--- config.mk ---
export PLATFORM = sky130hd
export DESIGN_NAME = priority_tx_queue_with_csma_backoff_flat
export DESIGN_NICKNAME = d
export VERILOG_FILES = /design/src/rtl/qb_pkg.sv /design/src/rtl/qb_req_if.sv /design/src/rtl/qb_rsp_if.sv /design/src/rtl/qb_store.sv /design/src/rtl/qb_backoff.sv /design/src/rtl/priority_tx_queue_with_csma_backoff.sv /design/src/flat_wrapper.sv
export SDC_FILE = /design/constraint.sdc
export NUM_CORES = 1
export LEC_CHECK = 0
export BUFFER_PORTS_ARGS = -buffer_cell sky130_fd_sc_hd__buf_2
export CAP_MARGIN = 40
export CORE_MARGIN = 2
export CORE_UTILIZATION = 45
export DETAILED_ROUTE_END_ITERATION = 10
export GPL_ROUTABILITY_DRIVEN = 0
export PLACE_DENSITY_LB_ADDON = 0.2
export SLEW_MARGIN = 0
export SYNTH_ARGS = -nofsm -noshare
export SYNTH_HDL_FRONTEND = slang
export SYNTH_SLANG_ARGS = --single-unit
--- constraint.sdc ---
create_clock -name i_clk -period 5.9 [get_ports i_clk]
set_clock_uncertainty 0.2 [all_clocks]
set_input_delay 1.18 -clock i_clk [delete_from_list [all_inputs] [get_ports i_clk]]
set_output_delay 1.18 -clock i_clk [all_outputs]
set_load 0.1 [all_outputs]
--- src/rtl/qb_pkg.sv ---
// qb_pkg: shared types, constants and helpers of the transmit queue with backoff.
// No dependencies; the store, backoff and top-level files use it by scoped names.
package qb_pkg;

    localparam int QUEUE_DEPTH = 16;
    localparam int PTR_W       = $clog2(QUEUE_DEPTH);

    localparam logic [3:0] MIN_EXP_RST = 4'd1;
    localparam logic [3:0] MAX_EXP_RST = 4'd5;
    localparam logic [8:0] WIN_SAT     = 9'd511;

    typedef enum logic [1:0] {
        REQ_ENQ    = 2'd0,
        REQ_PEEK   = 2'd1,
        REQ_REPORT = 2'd2,
        REQ_TICK   = 2'd3
    } t_req_type;

    typedef enum logic [1:0] {
        ST_DONE    = 2'd0,
        ST_FULL    = 2'd1,
        ST_EMPTY   = 2'd2,
        ST_BLOCKED = 2'd3
    } t_status;

    typedef enum logic [1:0] {
        CFG_PRIO  = 2'd0,
        CFG_MIN   = 2'd1,
        CFG_MAX   = 2'd2,
        CFG_BCAST = 2'd3
    } t_cfg_idx;

    typedef struct packed {
        logic       prio;
        logic [3:0] min_exp;
        logic [3:0] max_exp;
        logic       bcast;
    } t_cfg;

    typedef struct packed {
        logic clear;
        logic raise;
        logic tick;
    } t_bo_cmd;

    typedef struct packed {
        logic [7:0] handle;
        logic [1:0] cls;
        logic [7:0] limit;
    } t_entry;

    function automatic logic [PTR_W-1:0] ptr_next(input logic [PTR_W-1:0] p);
        return (p == PTR_W'(QUEUE_DEPTH - 1)) ? '0 : p + PTR_W'(1);
    endfunction

    function automatic logic [PTR_W-1:0] ptr_prev(input logic [PTR_W-1:0] p);
        return (p == '0) ? PTR_W'(QUEUE_DEPTH - 1) : p - PTR_W'(1);
    endfunction

    function automatic logic [PTR_W-1:0] ring_count(input logic [PTR_W-1:0] wp,
                                                    input logic [PTR_W-1:0] rp);
        logic [PTR_W:0] s;
        if (wp >= rp)
            s = {1'b0, wp} - {1'b0, rp};
        else
            s = {1'b0, wp} + (PTR_W+1)'(QUEUE_DEPTH) - {1'b0, rp};
        return s[PTR_W-1:0];
    endfunction

    function automatic logic [3:0] count_low4(input logic [PTR_W-1:0] c);
        logic [8:0] t;
        t = 9'(c);
        return t[3:0];
    endfunction

endpackage

--- src/rtl/qb_req_if.sv ---
// qb_req_if: request channel of the transmit queue (valid/ready plus request fields).
// No dependencies.
interface qb_req_if;
    logic        valid;
    logic        ready;
    logic [1:0]  req_type;
    logic [7:0]  packet_handle;
    logic [7:0]  class_byte;
    logic [7:0]  max_tries;
    logic        shared_link;
    logic        tx_ok;
    logic [7:0]  tries_done;
    logic [15:0] random_word;
    logic        tick_applies;

    modport source (
        output valid, req_type, packet_handle, class_byte, max_tries, shared_link,
               tx_ok, tries_done, random_word, tick_applies,
        input  ready
    );
    modport sink (
        input  valid, req_type, packet_handle, class_byte, max_tries, shared_link,
               tx_ok, tries_done, random_word, tick_applies,
        output ready
    );
endinterface

--- src/rtl/qb_rsp_if.sv ---
// qb_rsp_if: result channel of the transmit queue (valid/ready plus result fields).
// No dependencies.
interface qb_rsp_if;
    logic       valid;
    logic       ready;
    logic [1:0] status;
    logic [7:0] head_handle;
    logic       still_queued;
    logic [3:0] queue_count;

    modport source (
        output valid, status, head_handle, still_queued, queue_count,
        input  ready
    );
    modport sink (
        input  valid, status, head_handle, still_queued, queue_count,
        output ready
    );
endinterface

--- src/rtl/qb_store.sv ---
// qb_store: ring entry memory, one write and one registered read port.
// Depends on qb_pkg.
module qb_store (
    input  logic                     i_clk,
    input  logic                     i_we,
    input  logic [qb_pkg::PTR_W-1:0] i_waddr,
    input  qb_pkg::t_entry           i_wdata,
    input  logic [qb_pkg::PTR_W-1:0] i_raddr,
    output qb_pkg::t_entry           o_rdata
);

    qb_pkg::t_entry mem [qb_pkg::QUEUE_DEPTH];
    qb_pkg::t_entry r_rdata;

    always_ff @(posedge i_clk) begin
        if (i_we)
            mem[i_waddr] <= i_wdata;
        r_rdata <= mem[i_raddr];
    end

    assign o_rdata = r_rdata;

endmodule

--- src/rtl/qb_backoff.sv ---
// qb_backoff: CSMA backoff exponent and window registers with their update logic.
// Depends on qb_pkg.
module qb_backoff (
    input  logic            i_clk,
    input  logic            i_rst_n,
    input  qb_pkg::t_cfg    i_cfg,
    input  qb_pkg::t_bo_cmd i_cmd,
    input  logic [15:0]     i_rnd,
    output logic            o_win_nz
);

    logic [3:0] r_exp, n_exp;
    logic [8:0] r_win, n_win;
    logic [4:0] e_inc;
    logic [3:0] e_sat;
    logic [9:0] rnd_sh;
    logic [9:0] masked;
    logic [10:0] sum;

    always_comb begin
        e_inc = {1'b0, r_exp} + 5'd1;
        e_sat = (e_inc > {1'b0, i_cfg.max_exp}) ? i_cfg.max_exp : e_inc[3:0];
        rnd_sh = i_rnd[15:6];
        for (int i = 0; i < 10; i++)
            masked[i] = rnd_sh[i] & (4'(i) < e_sat);
        sum = {1'b0, masked} + 11'd1;

        n_exp = r_exp;
        n_win = r_win;
        if (i_cmd.clear) begin
            n_exp = i_cfg.min_exp;
            n_win = '0;
        end else if (i_cmd.raise) begin
            n_exp = e_sat;
            n_win = (sum > 11'(qb_pkg::WIN_SAT)) ? qb_pkg::WIN_SAT : sum[8:0];
        end else if (i_cmd.tick && r_win != '0) begin
            n_win = r_win - 9'd1;
        end
    end

    always_ff @(posedge i_clk) begin
        if (!i_rst_n) begin
            r_exp <= qb_pkg::MIN_EXP_RST;
            r_win <= '0;
        end else begin
            r_exp <= n_exp;
            r_win <= n_win;
        end
    end

    assign o_win_nz = (r_win != '0);

endmodule

--- src/rtl/priority_tx_queue_with_csma_backoff.sv ---
// priority_tx_queue_with_csma_backoff: top level, request sequencer and pointers.
// Depends on qb_pkg, qb_req_if, qb_rsp_if, qb_store, qb_backoff.
//
//   channel   dir  handshake             contents
//   i_req     in   valid/ready           one request: enqueue, peek, report, tick
//   o_rsp     out  valid/ready           status, head handle, still queued, count
//   i_cfg_*   in   write enable only     register index and 4-bit data
//
// One request at a time; a request is taken only while the sequencer is idle.
// Peek, report, tick and FIFO enqueue pass from accept through the execute state to the done state.
// A priority enqueue onto a non-empty ring adds an insert state and, per entry it
// compares, a memory read state and then a compare-and-move state, since the store
// read port is registered.
// Sync reset empties the ring at once; no clearing pass. A stalled result
// holds the sequencer in its final state until taken.
module priority_tx_queue_with_csma_backoff (
    input  logic       i_clk,
    input  logic       i_rst_n,
    input  logic       i_cfg_we,
    input  logic [1:0] i_cfg_index,
    input  logic [3:0] i_cfg_data,
    qb_req_if.sink     i_req,
    qb_rsp_if.source   o_rsp
);

    localparam int PW = qb_pkg::PTR_W;

    typedef enum logic [2:0] {
        S_IDLE,
        S_EXEC,
        S_SH_RD,
        S_SH_CMP,
        S_INSERT,
        S_DONE
    } t_state;

    typedef struct packed {
        qb_pkg::t_req_type rtype;
        logic [7:0]        handle;
        logic [1:0]        cls;
        logic [7:0]        limit;
        logic              shared;
        logic              ok;
        logic [7:0]        tries;
        logic [15:0]       rnd;
        logic              applies;
    } t_req;

    t_state          r_state, n_state;
    qb_pkg::t_cfg    r_cfg, n_cfg;
    t_req            r_req, n_req;
    logic [PW-1:0]   r_rp, n_rp, r_wp, n_wp, r_pos, n_pos, r_left, n_left;
    qb_pkg::t_status r_st, n_st;
    logic [7:0]      r_head, n_head;
    logic            r_still, n_still;
    logic            r_rsp_valid, n_rsp_valid;
    qb_pkg::t_status r_o_st, n_o_st;
    logic [7:0]      r_o_head, n_o_head;
    logic            r_o_still, n_o_still;
    logic [3:0]      r_o_cnt, n_o_cnt;

    logic            accept;
    logic [PW-1:0]   count;
    logic            mem_we;
    logic [PW-1:0]   mem_waddr, mem_raddr;
    qb_pkg::t_entry  mem_wdata, mem_rdata, new_entry;
    qb_pkg::t_bo_cmd bo_cmd;
    logic            win_nz;

    qb_store u_store (
        .i_clk   (i_clk),
        .i_we    (mem_we),
        .i_waddr (mem_waddr),
        .i_wdata (mem_wdata),
        .i_raddr (mem_raddr),
        .o_rdata (mem_rdata)
    );

    qb_backoff u_backoff (
        .i_clk    (i_clk),
        .i_rst_n  (i_rst_n),
        .i_cfg    (r_cfg),
        .i_cmd    (bo_cmd),
        .i_rnd    (r_req.rnd),
        .o_win_nz (win_nz)
    );

    assign i_req.ready        = (r_state == S_IDLE);
    assign accept             = i_req.valid && (r_state == S_IDLE);
    assign count              = qb_pkg::ring_count(r_wp, r_rp);
    assign new_entry.handle   = r_req.handle;
    assign new_entry.cls      = r_req.cls;
    assign new_entry.limit    = r_req.limit;
    assign mem_raddr          = (r_state == S_SH_RD) ? qb_pkg::ptr_prev(r_pos) : r_rp;

    always_comb begin
        n_state     = r_state;
        n_cfg       = r_cfg;
        n_req       = r_req;
        n_rp        = r_rp;
        n_wp        = r_wp;
        n_pos       = r_pos;
        n_left      = r_left;
        n_st        = r_st;
        n_head      = r_head;
        n_still     = r_still;
        n_rsp_valid = r_rsp_valid && !o_rsp.ready;
        n_o_st      = r_o_st;
        n_o_head    = r_o_head;
        n_o_still   = r_o_still;
        n_o_cnt     = r_o_cnt;
        mem_we      = 1'b0;
        mem_waddr   = r_pos;
        mem_wdata   = new_entry;
        bo_cmd      = '0;

        if (i_cfg_we) begin
            unique case (qb_pkg::t_cfg_idx'(i_cfg_index))
                qb_pkg::CFG_PRIO:  n_cfg.prio    = i_cfg_data[0];
                qb_pkg::CFG_MIN:   n_cfg.min_exp = i_cfg_data;
                qb_pkg::CFG_MAX:   n_cfg.max_exp = i_cfg_data;
                qb_pkg::CFG_BCAST: n_cfg.bcast   = i_cfg_data[0];
                default: ;
            endcase
        end

        unique case (r_state)
            S_IDLE: begin
                if (accept) begin
                    n_req.rtype   = qb_pkg::t_req_type'(i_req.req_type);
                    n_req.handle  = i_req.packet_handle;
                    n_req.cls     = (i_req.class_byte > 8'd2) ? 2'd0 : i_req.class_byte[1:0];
                    n_req.limit   = i_req.max_tries;
                    n_req.shared  = i_req.shared_link;
                    n_req.ok      = i_req.tx_ok;
                    n_req.tries   = i_req.tries_done;
                    n_req.rnd     = i_req.random_word;
                    n_req.applies = i_req.tick_applies;
                    n_state       = S_EXEC;
                end
            end
            S_EXEC: begin
                n_st    = qb_pkg::ST_DONE;
                n_head  = '0;
                n_still = 1'b0;
                n_state = S_DONE;
                unique case (r_req.rtype)
                    qb_pkg::REQ_ENQ: begin
                        if (count == PW'(qb_pkg::QUEUE_DEPTH - 1)) begin
                            n_st = qb_pkg::ST_FULL;
                        end else if (r_cfg.prio && count != '0) begin
                            n_pos   = r_wp;
                            n_left  = count;
                            n_state = S_SH_RD;
                        end else begin
                            mem_we    = 1'b1;
                            mem_waddr = r_wp;
                            n_wp      = qb_pkg::ptr_next(r_wp);
                        end
                    end
                    qb_pkg::REQ_PEEK: begin
                        if (count == '0)
                            n_st = qb_pkg::ST_EMPTY;
                        else if (r_req.shared && win_nz)
                            n_st = qb_pkg::ST_BLOCKED;
                        else
                            n_head = mem_rdata.handle;
                    end
                    qb_pkg::REQ_REPORT: begin
                        if (count == '0) begin
                            n_st = qb_pkg::ST_EMPTY;
                        end else if (r_req.ok) begin
                            n_rp         = qb_pkg::ptr_next(r_rp);
                            bo_cmd.clear = !r_cfg.bcast &&
                                           (r_req.shared || count == PW'(1));
                        end else begin
                            if (r_req.tries >= mem_rdata.limit)
                                n_rp = qb_pkg::ptr_next(r_rp);
                            else
                                n_still = 1'b1;
                            bo_cmd.raise = !r_cfg.bcast && r_req.shared;
                        end
                    end
                    qb_pkg::REQ_TICK: begin
                        bo_cmd.tick = r_req.applies;
                    end
                    default: ;
                endcase
            end
            S_SH_RD: begin
                n_state = S_SH_CMP;
            end
            S_SH_CMP: begin
                if (r_req.cls <= mem_rdata.cls) begin
                    n_state = S_INSERT;
                end else begin
                    mem_we    = 1'b1;
                    mem_waddr = r_pos;
                    mem_wdata = mem_rdata;
                    n_pos     = qb_pkg::ptr_prev(r_pos);
                    n_left    = r_left - PW'(1);
                    n_state   = (r_left == PW'(1)) ? S_INSERT : S_SH_RD;
                end
            end
            S_INSERT: begin
                mem_we    = 1'b1;
                mem_waddr = r_pos;
                n_wp      = qb_pkg::ptr_next(r_wp);
                n_state   = S_DONE;
            end
            S_DONE: begin
                if (!r_rsp_valid || o_rsp.ready) begin
                    n_rsp_valid = 1'b1;
                    n_o_st      = r_st;
                    n_o_head    = r_head;
                    n_o_still   = r_still;
                    n_o_cnt     = qb_pkg::count_low4(count);
                    n_state     = S_IDLE;
                end
            end
            default: n_state = S_IDLE;
        endcase
    end

    always_ff @(posedge i_clk) begin
        if (!i_rst_n) begin
            r_state     <= S_IDLE;
            r_cfg       <= '{prio: 1'b0, min_exp: qb_pkg::MIN_EXP_RST,
                             max_exp: qb_pkg::MAX_EXP_RST, bcast: 1'b0};
            r_rp        <= '0;
            r_wp        <= '0;
            r_rsp_valid <= 1'b0;
        end else begin
            r_state     <= n_state;
            r_cfg       <= n_cfg;
            r_rp        <= n_rp;
            r_wp        <= n_wp;
            r_rsp_valid <= n_rsp_valid;
        end
        r_req     <= n_req;
        r_pos     <= n_pos;
        r_left    <= n_left;
        r_st      <= n_st;
        r_head    <= n_head;
        r_still   <= n_still;
        r_o_st    <= n_o_st;
        r_o_head  <= n_o_head;
        r_o_still <= n_o_still;
        r_o_cnt   <= n_o_cnt;
    end

    assign o_rsp.valid        = r_rsp_valid;
    assign o_rsp.status       = r_o_st;
    assign o_rsp.head_handle  = r_o_head;
    assign o_rsp.still_queued = r_o_still;
    assign o_rsp.queue_count  = r_o_cnt;

endmodule
--- src/flat_wrapper.sv ---
// flat-port wrapper written by rule: the top's interface ports become plain ports
module priority_tx_queue_with_csma_backoff_flat 
  (i_clk, i_rst_n, i_cfg_we, i_cfg_index, i_cfg_data, i_req_valid, i_req_req_type, i_req_packet_handle, i_req_class_byte, i_req_max_tries, i_req_shared_link, i_req_tx_ok, i_req_tries_done, i_req_random_word, i_req_tick_applies, i_req_ready, o_rsp_valid, o_rsp_status, o_rsp_head_handle, o_rsp_still_queued, o_rsp_queue_count, o_rsp_ready);
  qb_req_if i_req_i ();
  qb_rsp_if o_rsp_i ();
  input  logic i_clk;
  input  logic i_rst_n;
  input  logic i_cfg_we;
  input  logic [1:0] i_cfg_index;
  input  logic [3:0] i_cfg_data;
  input wire logic [$bits(i_req_i.valid)-1:0] i_req_valid;
  input wire logic [$bits(i_req_i.req_type)-1:0] i_req_req_type;
  input wire logic [$bits(i_req_i.packet_handle)-1:0] i_req_packet_handle;
  input wire logic [$bits(i_req_i.class_byte)-1:0] i_req_class_byte;
  input wire logic [$bits(i_req_i.max_tries)-1:0] i_req_max_tries;
  input wire logic [$bits(i_req_i.shared_link)-1:0] i_req_shared_link;
  input wire logic [$bits(i_req_i.tx_ok)-1:0] i_req_tx_ok;
  input wire logic [$bits(i_req_i.tries_done)-1:0] i_req_tries_done;
  input wire logic [$bits(i_req_i.random_word)-1:0] i_req_random_word;
  input wire logic [$bits(i_req_i.tick_applies)-1:0] i_req_tick_applies;
  output wire logic [$bits(i_req_i.ready)-1:0] i_req_ready;
  output wire logic [$bits(o_rsp_i.valid)-1:0] o_rsp_valid;
  output wire logic [$bits(o_rsp_i.status)-1:0] o_rsp_status;
  output wire logic [$bits(o_rsp_i.head_handle)-1:0] o_rsp_head_handle;
  output wire logic [$bits(o_rsp_i.still_queued)-1:0] o_rsp_still_queued;
  output wire logic [$bits(o_rsp_i.queue_count)-1:0] o_rsp_queue_count;
  input wire logic [$bits(o_rsp_i.ready)-1:0] o_rsp_ready;
  assign i_req_i.valid = i_req_valid;
  assign i_req_i.req_type = i_req_req_type;
  assign i_req_i.packet_handle = i_req_packet_handle;
  assign i_req_i.class_byte = i_req_class_byte;
  assign i_req_i.max_tries = i_req_max_tries;
  assign i_req_i.shared_link = i_req_shared_link;
  assign i_req_i.tx_ok = i_req_tx_ok;
  assign i_req_i.tries_done = i_req_tries_done;
  assign i_req_i.random_word = i_req_random_word;
  assign i_req_i.tick_applies = i_req_tick_applies;
  assign i_req_ready = i_req_i.ready;
  assign o_rsp_valid = o_rsp_i.valid;
  assign o_rsp_status = o_rsp_i.status;
  assign o_rsp_head_handle = o_rsp_i.head_handle;
  assign o_rsp_still_queued = o_rsp_i.still_queued;
  assign o_rsp_queue_count = o_rsp_i.queue_count;
  assign o_rsp_i.ready = o_rsp_ready;
  priority_tx_queue_with_csma_backoff u_core (.i_clk(i_clk), .i_rst_n(i_rst_n), .i_cfg_we(i_cfg_we), .i_cfg_index(i_cfg_index), .i_cfg_data(i_cfg_data), .i_req(i_req_i), .o_rsp(o_rsp_i));
endmodule
## Word-level counts from Yosys, hierarchy flattened

Memories as Yosys holds them, arrays and structs flattened. A register that Yosys moved wholly into a read port is not among the register bits.
Index checks and enable logic that the tools add are counted.

- Bits in registers: 116
- RAM bits: 288
- Bits of input ports: 64
- Logic and storage cells: 191
- Memories: 1

Memories:

| memory | depth | width | read ports | clocked after Yosys merged registers in | wr ports | RTL line | source |
|---|---|---|---|---|---|---|---|
| u_core.u_store.mem | 16 | 18 | 1 | 1 | 1 | qb_store.sv:12 | `qb_pkg::t_entry mem [qb_pkg::QUEUE_DEPTH];` |

- Add/sub/neg operators: 10
- Order comparisons: 16
- Equality and inequality tests: 23
- Multiplexer cells: 62
- Bitwise operators: 14
- Reductions and logical operators: 37

Operator list:

| cell | number |
|---|---|
| $mux W4 | 25 |
| $mux W18 | 2 |
| $mux W9 | 3 |
| $mux W3 | 8 |
| $pmux W4 S2 | 3 |
| $pmux W3 S6 | 1 |
| $lt A3 B4 Y1 const A | 4 |
| $reduce_and A2 Y1 | 7 |
| $mux W1 | 13 |
| $add A4 B1 Y4 const B | 3 |
| $eq A4 B4 Y1 const B | 3 |
| $add A10 B1 Y11 const B | 1 |
| $gt A11 B9 Y1 const B | 1 |
| $and A1 B1 Y1 | 10 |
| $mux W2 | 5 |
| $reduce_bool A2 Y1 | 5 |
| $reduce_bool A9 Y1 | 1 |
| $sub A9 B1 Y9 const B | 1 |
| $eq A2 B2 Y1 const B | 4 |
| $eq A4 B1 Y1 const B | 2 |
| $ge A8 B8 Y1 | 1 |
| $gt A8 B2 Y1 const B | 1 |
| $logic_not A4 Y1 | 2 |
| $lt A1 B4 Y1 const A | 2 |
| 27 further kinds | 54 |

## Logic depth before layout (Yosys ltp)

- Depth in word-level cells: 13
- Mapped depth: 18
- Mapped depth without buffers: 17

## By module

Synthesis repeated with hierarchy kept, for this count alone.

- Cells, all modules: 1038
- Area, all modules: 17441.7 µm²

By module, submodules not included:

| module | times used | cells each | area an instance (µm²) | seq. area each (µm²) |
|---|---|---|---|---|
| qb_store | 1 | 482 | 11323.4 | 9008.6 |
| priority_tx_queue_with_csma_backoff | 1 | 375 | 4717.0 | 2872.8 |
| qb_backoff | 1 | 181 | 1401.3 | 260.2 |

## Worst setup path after synthesis

OpenSTA, ideal clock, no wires.

- Path kind: register -> register
- Start: register u_core.r_state[2]
- End: register u_core.r_req (netlist bit u_core.new_entry[0]), enable pin
- Library setup time: 402 ps
- Arrival time: 3778 ps
- Setup slack: 1520 ps
- Cell stages (with the launch flop): 4
- Cells stage by stage: dfxtp_1 > clkbuf_1 > nor3_1 > and2_1

- Longest elaborated chain between the ends: 3

Ends and longest elaborated chain:

| item | RTL line | source |
|---|---|---|
| from (decl) | priority_tx_queue_with_csma_backoff.sv:49 | `t_state r_state, n_state;` |
| from (signal assigned) | priority_tx_queue_with_csma_backoff.sv:234 | `r_state <= n_state;` |
| $logic_not A3 Y1 * | n/a |  |
| net i_req_ready | flat_wrapper.sv:21 | `output wire logic [$bits(i_req_i.ready)-1:0] i_req_ready;` |
| $logic_and A1 B1 Y1 | priority_tx_queue_with_csma_backoff.sv:89 | `assign accept = i_req.valid && (r_state == S_IDLE);` |
| $reduce_and A2 Y1 (no line) * | n/a |  |
| to (signal assigned) | priority_tx_queue_with_csma_backoff.sv:240 | `r_req <= n_req;` |
| to (decl) | priority_tx_queue_with_csma_backoff.sv:51 | `t_req r_req, n_req;` |

The timed path passes the listed nets; every way through them passes the cells marked *.
A chain may end at the register's enable or synchronous reset.

## Worst setup path after layout

- Start: register u_core.u_backoff.r_exp[2]
- End: register u_core.u_backoff.r_win[0]

- Longest elaborated chain between the ends: 9

Ends and longest elaborated chain:

| item | RTL line | source |
|---|---|---|
| from (decl) | qb_backoff.sv:12 | `logic [3:0] r_exp, n_exp;` |
| from (signal assigned) | qb_backoff.sv:43 | `r_exp <= qb_pkg::MIN_EXP_RST;` |
| from (signal assigned) | qb_backoff.sv:46 | `r_exp <= n_exp;` |
| $add A4 B1 Y5 * | qb_backoff.sv:21 | `e_inc = {1'b0, r_exp} + 5'd1;` |
| $gt A5 B4 Y1 | qb_backoff.sv:22 | `e_sat = (e_inc > {1'b0, i_cfg.max_exp}) ? i_cfg.max_exp : e_inc[3:0];` |
| $mux W4 * | qb_backoff.sv:22 |  |
| $lt A1 B4 Y1, or another cell as far along | qb_backoff.sv:25 | `masked[i] = rnd_sh[i] & (4'(i) < e_sat);` |
| $and A1 B1 Y1 | qb_backoff.sv:25 |  |
| $add A10 B1 Y11 * | qb_backoff.sv:26 | `sum = {1'b0, masked} + 11'd1;` |
| $gt A11 B9 Y1 | qb_backoff.sv:35 | `n_win = (sum > 11'(qb_pkg::WIN_SAT)) ? qb_pkg::WIN_SAT : sum[8:0];` |
| $mux W9 * | qb_backoff.sv:35 |  |
| $mux W9 * | qb_backoff.sv:33 | `end else if (i_cmd.raise) begin` |
| to (signal assigned) | qb_backoff.sv:47 | `r_win <= n_win;` |
| to (decl) | qb_backoff.sv:13 | `logic [8:0] r_win, n_win;` |

Mark *: on every way between the ends. The rest lies on a longest branch, timed or not.

==> flow_summary.json <==
{
  "ys_ff_latch": 416,
  "wl_per_cell_um": 21.8,
  "holdWs_ns": 0.219,
  "p_switching_mw": 1.40,
  "cts_resized": 0,
  "critPathTopFamily": "compound AO/OA/AOI/OAI gates",
  "synthCells": 1060,
  "cts_buffers": 44,
  "p_per_area_nw_per_um2": 315,
  "clk_latency_ns": 0.56,
  "final_util": 0.520,
  "cpPeakStageDelay_ns": 0.56,
  "grt_pass1_wl_um": 56600,
  "yosys.area.top_type_share": 0.627,
  "diodes": 0,
  "core_area_um2": 38400,
  "p_clk_frac": 0.402,
  "async_flop_share": 0,
  "worst_pin_slew_ns": 0.876,
  "crit_chain": "nand3_1 > xnor2_1 > ha_1 > a211oi_2 > a21o_1 > mux2i_1 > a21boi_0 > ha_1 > nand3_1 > nor2_1 > nand2_1 > o211a_1 > mux2_2 > a311oi_2",
  "grt_pass1_vias": 9327,
  "cp.required_ns": 6.16,
  "final_antenna_net_count": 0,
  "routed-via-count": 9541,
  "postCtsSetupBuffers": 0,
  "ys_warn_count": 0,
  "start_util": 0.453,
  "fmax_mhz": 207,
  "yosysSeqAreaShare": 0.688,
  "slew_headroom": 0.414,
  "dr.pass1.iters": 4,
  "min_period_ns": 4.83,
  "drv_slew": 0,
  "maxCapViolations": 0,
  "syn2layout_area_growth_pct": 14.7,
  "syn-num-nets": 1153,
  "pwr-share-seq": 0.536,
  "vias_per_cell": 5.51,
  "finalSetupViolations": 0,
  "synthFlopType": "edfxtp_1",
  "track_usage": 0.189,
  "cts_root_buf": "clkbuf_16",
  "crit_type": "reg -> reg",
  "row_count": 72,
  "drive_gt1_frac": 0.242,
  "p_leak_nw": 7.19,
  "numPortBuffers": 74,
  "post-route-drc-count": 0,
  "antenna_found_initial": 0,
  "cts_num_sinks": 416,
  "cts.htree.levels": 2,
  "grt_max_degree": 45,
  "cellInternalPower_mw": 4.87,
  "slowest_stage": "dfxtp_1",
  "post-dp-hpwl_um": 22400,
  "clock_path_buffers": 3,
  "power_frac_comb": 0.062,
  "p_sw_frac": 0.223,
  "syn_area_um2": 17400,
  "vdd_drop_max_mv": 0.264,
  "synth_area_leader_cell": "edfxtp_1",
  "status": "finished, final reports clean",
  "fin_crit_sh": 0.819,
  "synth_edf_count": 363,
  "path_max_fanout": 13,
  "synthDistinctLibCells": 70,
  "die_area_um2": 40200,
  "crit_path_end_kind": "flop",
  "yosys-top-cells-count": "363 x edfxtp_1, 75 x mux2i_1, 72 x mux4_2, 63 x nor2_1, 53 x dfxtp_1",
  "hold_viol_final": 0,
  "critPathBufInv": 0,
  "synth.area.top_cells": "edfxtp_1 63%, mux4_2 9.3%, dfxtp_1 6.1%",
  "yosysMostFrequentCell": "edfxtp_1",
  "clk_transition_reported_paths_ns": 0.05,
  "tns_ns": 0,
  "cts_tree": "built",
  "nets": 1271,
  "start_kind": "flop",
  "dp_worst_setup_slack_ns": 1.06,
  "min_path_type": "reg -> reg",
  "first_iter_violations": 560,
  "grt_overflow": 0,
  "cts-hold-fix-buffers": 0,
  "dieWidth_um": 201,
  "layout_setup_ws_ns": 1.07,
  "fp.dieH_um": 201,
  "drt-total-wl_um": 37700,
  "syn_area_per_cell_um2": 16.4,
  "grt_setup_unrepaired": "false",
  "critical_path_arrival_ns": 5.10,
  "io_pins": 81
}
## registers in the layout, summed over array words and instances, names as in the netlist, 2 cells and up
register and count:
u_core.r_pos 4, u_core.u_backoff.r_win 9, u_core.r_req 23, u_core.r_state 3
u_core.r_left 4, u_core.r_head 8, u_core.o_rsp.queue_count 4, u_core.r_cfg 10
u_core.u_store.o_rdata 18, u_core.r_wp 4, u_core.r_st 2, u_core.r_rp 4
u_core.new_entry 18, u_core.u_store.mem 288, u_core.o_rsp.status 2, u_core.o_rsp.head_handle 8
u_core.u_backoff.r_exp 4
## power by group through the flow
stage	registers (mW)	logic (mW)	clock network [mW]
2_1_floorplan	3.44	0.237	0
3_3_place_gp	3.42	0.383	0
3_5_place_dp	3.42	0.393	0
4_1_cts	3.36	0.394	2.60
5_1_grt	3.37	0.428	2.72
6_report	3.36	0.389	2.52
## cell usage in the layout (no fill, tap or decap), types with 11 or more instances in the layout
| master | instances |
|---|---|
| a21oi_1 | 39 |
| and2_1 | 11 |
| buf_2 | 75 |
| buf_4 | 39 |
| clkbuf_16 | 44 |
| dfxtp_1 | 53 |
| edfxtp_1 | 363 |
| ha_1 | 28 |
| inv_1 | 44 |
| mux2_2 | 14 |
| mux2i_1 | 74 |
| mux4_2 | 72 |
| nand2_1 | 45 |
| nand3_1 | 17 |
| nor2_1 | 47 |
| nor2_2 | 16 |
| nor3_1 | 11 |
| o21ai_0 | 28 |
## metrics by stage
stage,power [mW],cells,cell area [um2]
after floorplan,3.67,1060,17400
after global placement,3.81,1646,18600
after detailed placement,3.82,1649,18600
after CTS,6.36,1730,19900
after global routing,6.51,1731,20000
final,6.28,1731,20000
## layout make-up
| type | count | area [um2] |
|---|---|---|
| tap | 518 | 648 |
| timing repair buffer | 115 | 696 |
| inverter | 44 | 165 |
| multi-input combinational | 557 | 5160 |
| clock inverter | 26 | 166 |
| sequential | 416 | 12000 |
| fill | 3229 | 18400 |
| clock buffer | 55 | 1150 |
## final timing paths
kind / from / slack [ns] / end / depth (start not counted)
min reg2reg: u_core.r_st[0]$_DFFE_PP_ / 0.22 / u_core.o_rsp.status[0]$_DFFE_PP_ / 0
max reg2reg: u_core.u_backoff.r_exp[2]$_SDFFE_PN0P_ / 1.07 / u_core.u_backoff.r_win[0]$_SDFFE_PP0P_ / 14
max: u_core.u_backoff.r_exp[2]$_SDFFE_PN0P_ / 1.07 / u_core.u_backoff.r_win[0]$_SDFFE_PP0P_ / 14
min: u_core.r_st[0]$_DFFE_PP_ / 0.22 / u_core.o_rsp.status[0]$_DFFE_PP_ / 0
## logic make-up after synthesis
group,Yosys count,share of synthesized area
flops,416,0.688
mux,161,0.145
compound gates,154,0.0611
fa+ha+maj,29,0.0213
buf+inv,87,0.0201
xor+xnor,16,0.00849
simple gates,197,0.0560
## layer usage
layer	GRT usage	wire, um	up-vias
li1	-	-	4411
met1	0.256	16700	4845
met2	0.311	18400	218
met3	0.0266	1520	67
met4	0.0725	1130	0
met5	0	0	-
(Power assumes the default switching activity.)
